===== config.mk =====
export PLATFORM = sky130hd
export DESIGN_NAME = scalar_adaptive_kalman_filter_unit
export DESIGN_NICKNAME = d
export VERILOG_FILES = /design/src/rtl/sakf_pkg.sv /design/src/rtl/scalar_adaptive_kalman_filter_unit.sv /design/src/rtl/sakf_ctrl.sv /design/src/rtl/sakf_datapath.sv
export SDC_FILE = /design/constraint.sdc
export NUM_CORES = 2
export LEC_CHECK = 0
export ABC_CLOCK_PERIOD_IN_PS = 11400
export BUFFER_PORTS_ARGS = -buffer_cell sky130_fd_sc_hd__buf_4
export CORE_MARGIN = 5
export CORE_UTILIZATION = 57
export CTS_CLUSTER_DIAMETER = 200
export CTS_CLUSTER_SIZE = 12
export DETAILED_ROUTE_END_ITERATION = 8
export PLACE_DENSITY = 0.83
export SETUP_SLACK_MARGIN = 0.5
export SYNTH_ARGS = -nofsm -noshare
export SYNTH_HDL_FRONTEND = slang
export SYNTH_SLANG_ARGS = --single-unit
export TNS_END_PERCENT = 50

===== constraint.sdc =====
create_clock -name clk -period 11.4 [get_ports clk]
set_input_delay 3.42 -clock clk [delete_from_list [all_inputs] [get_ports clk]]
set_output_delay 3.42 -clock clk [all_outputs]
set_load 0.01 [all_outputs]

===== src/rtl/sakf_pkg.sv =====
// Shared types and constants for the scalar adaptive Kalman filter unit.
package sakf_pkg;

	localparam int SampleW  = 16;
	localparam int EstW     = 32;
	localparam int ErrW     = 32;
	localparam int MeasW    = 31;
	localparam int SpeedW   = 17;
	localparam int GainW    = 17;
	localparam int DenW     = 33;
	localparam int MagW     = 33;
	localparam int ProdW    = MagW + GainW;
	localparam int CfgIdxW  = 1;
	localparam int CfgDataW = 31;
	localparam int CntW     = 5;

	localparam logic [GainW-1:0]  ONE_Q16       = 17'd65536;
	localparam logic [MeasW-1:0]  MEAS_RESET    = 31'd65536;
	localparam logic [SpeedW-1:0] SPEED_RESET   = 17'd6554;
	localparam logic [CntW-1:0]   DIV_LAST_STEP = 5'd16;

	localparam logic [CfgIdxW-1:0] REG_ERR_MEASURE = 1'd0;
	localparam logic [CfgIdxW-1:0] REG_SPEED       = 1'd1;

	typedef enum logic [2:0] {
		ST_IDLE,
		ST_DIV,
		ST_MUL_DELTA,
		ST_MUL_KEEP,
		ST_MUL_SPEED,
		ST_DONE
	} state_t;

	typedef enum logic [1:0] {
		MUL_NONE,
		MUL_DELTA,
		MUL_KEEP,
		MUL_SPEED
	} mul_sel_t;

	typedef struct packed {
		logic     start;
		logic     div_step;
		mul_sel_t mul_sel;
		logic     commit;
	} cmd_t;

endpackage


===== src/rtl/scalar_adaptive_kalman_filter_unit.sv =====
// Scalar adaptive Kalman filter unit: top level joining controller and datapath.
//
// Input channel: sample (signed 16-bit) with in_valid / in_stall. An item is
// taken at a clock edge with in_valid high and in_stall low.
// Output channel: estimate (signed Q16.16) with out_valid / out_stall, one
// result item per input item, in order.
// Config port: cfg_we, cfg_index, cfg_data. Index 0 is err_measure (Q15.16),
// index 1 is speed (Q1.16). Any write clears the estimate to zero and sets the
// estimate error to err_measure. Write only while the unit is idle.
// The unit runs the 17 steps of the gain divider, three passes through the
// shared multiplier and a commit for each item, and takes no new item until
// the previous one has been committed.
// A finished estimate sits in the output register; the next item is taken
// while it waits. If it is still stalled when the next result is ready, the
// unit holds that result in the commit state until the output frees up.
// Reset (arst_n low) restores err_measure 1.0, speed 6554, estimate zero and
// estimate error 1.0, and empties the output.
module scalar_adaptive_kalman_filter_unit (
	input  logic                                clk,
	input  logic                                arst_n,
	input  logic                                in_valid,
	output logic                                in_stall,
	input  logic signed [sakf_pkg::SampleW-1:0] sample,
	output logic                                out_valid,
	input  logic                                out_stall,
	output logic signed [sakf_pkg::EstW-1:0]    estimate,
	input  logic                                cfg_we,
	input  logic [sakf_pkg::CfgIdxW-1:0]        cfg_index,
	input  logic [sakf_pkg::CfgDataW-1:0]       cfg_data
);

	sakf_pkg::cmd_t cmd;

	sakf_ctrl u_ctrl (
		.clk       (clk),
		.arst_n    (arst_n),
		.in_valid  (in_valid),
		.in_stall  (in_stall),
		.out_valid (out_valid),
		.out_stall (out_stall),
		.cmd       (cmd)
	);

	sakf_datapath u_datapath (
		.clk       (clk),
		.arst_n    (arst_n),
		.cmd       (cmd),
		.cfg_we    (cfg_we),
		.cfg_index (cfg_index),
		.cfg_data  (cfg_data),
		.sample    (sample),
		.estimate  (estimate)
	);

endmodule


===== src/rtl/sakf_ctrl.sv =====
// Sequencer for the filter step: divider iterations, multiplies, result handoff.
module sakf_ctrl (
	input  logic              clk,
	input  logic              arst_n,
	input  logic              in_valid,
	output logic              in_stall,
	output logic              out_valid,
	input  logic              out_stall,
	output sakf_pkg::cmd_t    cmd
);

	sakf_pkg::state_t                state_q, state_d;
	logic [sakf_pkg::CntW-1:0]       cnt_q, cnt_d;
	logic                            out_valid_q, out_valid_d;

	always_ff @(posedge clk or negedge arst_n) begin
		if (!arst_n) begin
			state_q     <= sakf_pkg::ST_IDLE;
			cnt_q       <= '0;
			out_valid_q <= 1'b0;
		end else begin
			state_q     <= state_d;
			cnt_q       <= cnt_d;
			out_valid_q <= out_valid_d;
		end
	end

	always_comb begin
		state_d      = state_q;
		cnt_d        = cnt_q;
		out_valid_d  = out_valid_q & out_stall;
		cmd.start    = 1'b0;
		cmd.div_step = 1'b0;
		cmd.mul_sel  = sakf_pkg::MUL_NONE;
		cmd.commit   = 1'b0;
		in_stall     = 1'b1;
		case (state_q)
			sakf_pkg::ST_IDLE: begin
				in_stall = 1'b0;
				if (in_valid) begin
					cmd.start = 1'b1;
					cnt_d     = sakf_pkg::DIV_LAST_STEP;
					state_d   = sakf_pkg::ST_DIV;
				end
			end
			sakf_pkg::ST_DIV: begin
				cmd.div_step = 1'b1;
				cnt_d        = cnt_q - 1'b1;
				if (cnt_q == '0) begin
					state_d = sakf_pkg::ST_MUL_DELTA;
				end
			end
			sakf_pkg::ST_MUL_DELTA: begin
				cmd.mul_sel = sakf_pkg::MUL_DELTA;
				state_d     = sakf_pkg::ST_MUL_KEEP;
			end
			sakf_pkg::ST_MUL_KEEP: begin
				cmd.mul_sel = sakf_pkg::MUL_KEEP;
				state_d     = sakf_pkg::ST_MUL_SPEED;
			end
			sakf_pkg::ST_MUL_SPEED: begin
				cmd.mul_sel = sakf_pkg::MUL_SPEED;
				state_d     = sakf_pkg::ST_DONE;
			end
			sakf_pkg::ST_DONE: begin
				if (!out_valid_q || !out_stall) begin
					cmd.commit  = 1'b1;
					out_valid_d = 1'b1;
					state_d     = sakf_pkg::ST_IDLE;
				end
			end
			default: begin
				state_d = sakf_pkg::ST_IDLE;
			end
		endcase
	end

	assign out_valid = out_valid_q;

endmodule


===== src/rtl/sakf_datapath.sv =====
// Filter datapath: config registers, filter state, restoring divider, shared multiplier.
module sakf_datapath (
	input  logic                                clk,
	input  logic                                arst_n,
	input  sakf_pkg::cmd_t                      cmd,
	input  logic                                cfg_we,
	input  logic [sakf_pkg::CfgIdxW-1:0]        cfg_index,
	input  logic [sakf_pkg::CfgDataW-1:0]       cfg_data,
	input  logic signed [sakf_pkg::SampleW-1:0] sample,
	output logic signed [sakf_pkg::EstW-1:0]    estimate
);

	logic [sakf_pkg::MeasW-1:0]   meas_q;
	logic [sakf_pkg::SpeedW-1:0]  speed_q;
	logic [sakf_pkg::EstW-1:0]    x_q;
	logic [sakf_pkg::ErrW-1:0]    e_q;

	logic [sakf_pkg::DenW-1:0]    den_q;
	logic                         den_zero_q;
	logic [sakf_pkg::DenW-1:0]    rem_q;
	logic [sakf_pkg::GainW-1:0]   num_q;
	logic [sakf_pkg::GainW-1:0]   quo_q;
	logic [sakf_pkg::MagW-1:0]    mag_q;
	logic                         neg_q;
	logic [sakf_pkg::MagW-1:0]    dmag_q;
	logic [sakf_pkg::ErrW-1:0]    t1_q;
	logic [sakf_pkg::ProdW-17:0]  t2_q;
	logic [sakf_pkg::EstW-1:0]    est_q;

	logic [sakf_pkg::DenW-1:0]    den_d;
	logic [sakf_pkg::MagW-1:0]    diff_d;
	logic [sakf_pkg::DenW:0]      trial;
	logic                         fits;
	logic [sakf_pkg::GainW-1:0]   gain;
	logic [sakf_pkg::MagW-1:0]    mul_a;
	logic [sakf_pkg::GainW-1:0]   mul_b;
	logic [sakf_pkg::ProdW-1:0]   prod;
	logic [sakf_pkg::MagW:0]      delta;
	logic [sakf_pkg::MagW:0]      x_sum;
	logic [sakf_pkg::EstW-1:0]    x_new;
	logic [sakf_pkg::ProdW-15:0]  e_sum;
	logic [sakf_pkg::ErrW-1:0]    e_new;

	assign den_d  = {1'b0, e_q} + {2'b0, meas_q};
	assign diff_d = {sample[sakf_pkg::SampleW-1], sample, 16'b0} - {x_q[sakf_pkg::EstW-1], x_q};
	assign trial  = {rem_q, num_q[sakf_pkg::GainW-1]};
	assign fits   = trial >= {1'b0, den_q};
	assign gain   = den_zero_q ? '0 : quo_q;

	always_comb begin
		case (cmd.mul_sel)
			sakf_pkg::MUL_DELTA: begin
				mul_a = mag_q;
				mul_b = gain;
			end
			sakf_pkg::MUL_KEEP: begin
				mul_a = {1'b0, e_q};
				mul_b = sakf_pkg::ONE_Q16 - gain;
			end
			sakf_pkg::MUL_SPEED: begin
				mul_a = dmag_q;
				mul_b = speed_q;
			end
			default: begin
				mul_a = '0;
				mul_b = '0;
			end
		endcase
	end

	assign prod  = mul_a * mul_b;
	assign delta = neg_q ? -{1'b0, dmag_q} : {1'b0, dmag_q};
	assign x_sum = {{2{x_q[sakf_pkg::EstW-1]}}, x_q} + delta;
	assign x_new = x_sum[sakf_pkg::EstW-1:0];
	assign e_sum = {4'b0, t1_q} + {2'b0, t2_q};
	assign e_new = (e_sum[sakf_pkg::ProdW-15:sakf_pkg::ErrW] != '0) ? '1
		: e_sum[sakf_pkg::ErrW-1:0];

	always_ff @(posedge clk or negedge arst_n) begin
		if (!arst_n) begin
			meas_q  <= sakf_pkg::MEAS_RESET;
			speed_q <= sakf_pkg::SPEED_RESET;
			x_q     <= '0;
			e_q     <= {1'b0, sakf_pkg::MEAS_RESET};
		end else if (cfg_we) begin
			x_q <= '0;
			case (cfg_index)
				sakf_pkg::REG_ERR_MEASURE: begin
					meas_q <= cfg_data;
					e_q    <= {1'b0, cfg_data};
				end
				sakf_pkg::REG_SPEED: begin
					speed_q <= cfg_data[sakf_pkg::SpeedW-1:0];
					e_q     <= {1'b0, meas_q};
				end
				default: begin
					e_q <= {1'b0, meas_q};
				end
			endcase
		end else if (cmd.commit) begin
			x_q <= x_new;
			e_q <= e_new;
		end
	end

	always_ff @(posedge clk) begin
		if (cmd.start) begin
			den_q      <= den_d;
			den_zero_q <= den_d == '0;
			rem_q      <= {2'b0, e_q[sakf_pkg::ErrW-1:1]};
			num_q      <= {e_q[0], 16'b0};
			quo_q      <= '0;
			neg_q      <= diff_d[sakf_pkg::MagW-1];
			mag_q      <= diff_d[sakf_pkg::MagW-1] ? -diff_d : diff_d;
		end
		if (cmd.div_step) begin
			rem_q <= fits ? trial[sakf_pkg::DenW-1:0] - den_q : trial[sakf_pkg::DenW-1:0];
			num_q <= {num_q[sakf_pkg::GainW-2:0], 1'b0};
			quo_q <= {quo_q[sakf_pkg::GainW-2:0], fits};
		end
		case (cmd.mul_sel)
			sakf_pkg::MUL_DELTA: dmag_q <= prod[sakf_pkg::MagW+15:16];
			sakf_pkg::MUL_KEEP:  t1_q   <= prod[sakf_pkg::ErrW+15:16];
			sakf_pkg::MUL_SPEED: t2_q   <= prod[sakf_pkg::ProdW-1:16];
			default: begin
			end
		endcase
		if (cmd.commit) begin
			est_q <= x_new;
		end
	end

	assign estimate = est_q;

endmodule


==> reports/metrics.yaml <==
final_layout:
  diodes: 0
  final_cell_mix: "inv_1, nand2_1, fa_1"
  nets: 5287
  multi_input_area_um2: 27400
  utilization: 0.613
  seqCellArea_um2: 10500
  drive_gt1_frac: 0.0692
  fin_cells: 5470
  fill_cells: 5904
  area_growth_pct: 6.66
  layout_commonest_cell: "inv_1"
cts:
  cts_setup_buffers: 0
  ctsResizeCount: 0
  clock_sinks: 371
  insertion_delay_ps: 550
  htreeDepth: 2
  cts_buffer_depth: 3
  cts_made_buffers: 36
  cts_root_buf: "clkbuf_16"
  cts_tree: "done"
  cts_hold_buffers: 0
  cts.clk_slew.worst_paths_ps: 70
logic_synthesis:
  synth_top_flop_cell: "edfxtp_1"
  synth_area_per_cell_um2: 9.16
  ys_ff_latch: 371
  synth.distinct_cells: 87
  synthArstFlopShare: 0.326
  synth_top_area_cell: "fa_1"
  yosysWarnings: 0
  synth_top_area_share: 0.227
  synth_edf_count: 250
  syn_area_um2: 41200
  synth_nets: 5284
  syn-instance-count: 4495
  synth-seq-area-share: 0.256
  synthTopCellsByArea: "fa_1, edfxtp_1, ha_1"
worst_setup_path:
  critPathRequiredTime_ps: 11670
  cpMostUsedCell: "fa_1"
  critPathCaptureType: "flop"
  cpPeakStageDelay_ps: 810
  r2r_end: "u_datapath.t2_q[33]"
  regToRegStartpoint: "u_datapath.den_zero_q"
  slowest_stage: "edfxtp_1"
  cp_top_family: "adder cells"
  setup.worst_path.start_class: "flop"
  rrSetupSlack_ps: 1210
  reg2regPathDepth: 32
  path_class: "flop to flop"
  cp_data_arrival_time_ps: 10460
  crit_fanout: 33
  crit_buf_inv: 5
placed_design:
  io_buffers: 86
  place_inst: 5410
  gp_congestion: 0.967
  place_hpwl_mm: 87.5
sta:
  rsz0062_at_grt: "no"
  slew_headroom: 0.0949
  worst_pin_slew_ps: 1350
  setup_viol: 0
  hold-worst-slack_ps: 525
  slew_viol_final: 0
  period_needed_ps: 10190
  finalSetupTns_ps: 0
  hold_viol_final: 0
  fin_worst_skew_ps: 26.5
  fin_crit_sh: 0.894
  timing.fmax_mhz: 98.1
power_and_ir_drop:
  power.density_nw_per_um2: 180
  power_w: 0.00791
  ir_drop_mv: 0.300
  p_seq_frac: 0.292
  swShare: 0.464
  p_int_w: 0.00424
  power_frac_clock: 0.142
  combPwrFrac: 0.566
  leakage_nw: 20.5
  switching_power_w: 0.00367
grt:
  antenna_found_initial: 2
  grt_first_pass_wirelength_mm: 178
  grtUsageTotal: 0.284
  grt_max_degree: 71
  grt_overflow: 0
  grt_pass1_vias: 33400
route:
  dr.pass1.iters: 8
  wirelength_mm: 111
  vias: 33200
  drtAntennaViolNets: 0
  avgViaCountPerCell: 6.08
  drtIter0Drc: 3472
  wire_per_inst_um: 20.4
  drc: 0
worst_hold_path:
  hold_depth: 1
  min-delay-path-class: "flop to flop"
  hold_end: "u_datapath.speed_q[9]"
  hold_path_startpoint: "u_datapath.speed_q[9]"
floorplan:
  num_rows: 98
  core_um2: 71600
  dieHeight_um: 279
  die_area_um2: 77700
  initial_core_util: 0.575
  die_width_um: 279
  num_io_pins: 87
job:
  cap_violations: 0
outcome:
  outcome: "completed"
-- worst max path at each step --
stage                                startpoint                  end  cells after the start
final                     u_datapath.den_zero_q  u_datapath.t2_q[33]                     32
after floorplan               u_ctrl.state_q[1]  u_datapath.t2_q[33]                     31
after CTS                 u_datapath.den_zero_q  u_datapath.t2_q[33]                     32
after global routing      u_datapath.den_zero_q  u_datapath.t2_q[33]                     32
after detailed placement  u_datapath.den_zero_q  u_datapath.t2_q[33]                     32
after global placement    u_datapath.den_zero_q  u_datapath.t2_q[33]                     32
-- layout make-up --
type                    count  share of cell area
clock inverters             2            0.000399
well taps                 950              0.0271
flip-flops and latches    371               0.240
clock buffers              58              0.0229
repair buffers            149              0.0255
multi-input cells        3235               0.624
inverters                 705              0.0603
-- per-stage QoR --
stage	setup WS, ps	instance area (µm²)
after global routing	667	43900
after floorplan	1990	41200
final	1210	43900
after CTS	1410	43900
after global placement	1620	42900
after detailed placement	1470	42900
-- kinds of logic after synthesis --
group,synth area share
adders and majority gates,0.309
DFF,0.256
buffers and inverters,0.0812
xor gates and xnor gates,0.0479
muxes,0.0334
AOI/OAI and AO/OA,0.125
and+or+nand+nor,0.148
-- flip-flops by register name, summed over array words and instances (netlist names) --
register / cells
u_datapath.mag_q: 33
u_datapath.e_q: 32
u_datapath.neg_q: 1
u_ctrl.out_valid: 1
u_ctrl.cnt_q: 5
u_ctrl.state_q: 3
u_datapath.quo_q: 17
u_datapath.speed_q: 17
u_datapath.t2_q: 34
u_datapath.estimate: 32
u_datapath.meas_q: 31
u_datapath.rem_q: 33
u_datapath.t1_q: 32
u_datapath.x_q: 32
u_datapath.dmag_q: 33
u_datapath.den_zero_q: 1
u_datapath.num_q: 1
u_datapath.den_q: 33
-- metal layers --
layer	GRT usage	share of wire	vias to the layer above
li1	-	-	14800
met1	0.376	0.38	16400
met2	0.465	0.47	1622
met3	0.0501	0.097	382
met4	0.123	0.051	2
met5	0	0.00013	-
-- cells in the mapped netlist (8+ instances only) --
master    instances
a211oi_1         22
a21o_1           87
a21oi_1         234
a221oi_1         21
a22oi_1           8
a31oi_1          21
and2_1          104
and3_1           41
buf_1            15
clkbuf_1        167
dfrtp_1         112
dfstp_2           9
edfxtp_1        250
fa_1            466
ha_1            270
inv_1           705
mux2_2           59
mux2i_1          71
nand2_1         674
nand2b_1         22
nand3_1          50
nand3b_1          8
nand4_1          22
nor2_1          216
nor2b_1          37
nor3_1           64
o21a_1           44
o21ai_0         176
o21ai_1          33
o21bai_1         21
o22ai_1          14
o31a_1           14
o31ai_1          31
o41ai_1           8
or2_2            10
or3_1            24
or4_1            16
xnor2_1         150
xor2_1           75
-- power by group through the flow --
stage | Clock [W] | Sequential (W) | Combinational (W)
2_1_floorplan | 0 | 0.00220 | 0.00322
3_3_place_gp | 0 | 0.00231 | 0.00426
3_5_place_dp | 0 | 0.00232 | 0.00436
4_1_cts | 0.00113 | 0.00230 | 0.00440
5_1_grt | 0.00118 | 0.00234 | 0.00490
6_report | 0.00112 | 0.00231 | 0.00448
Power figures use the tool's default switching activity.
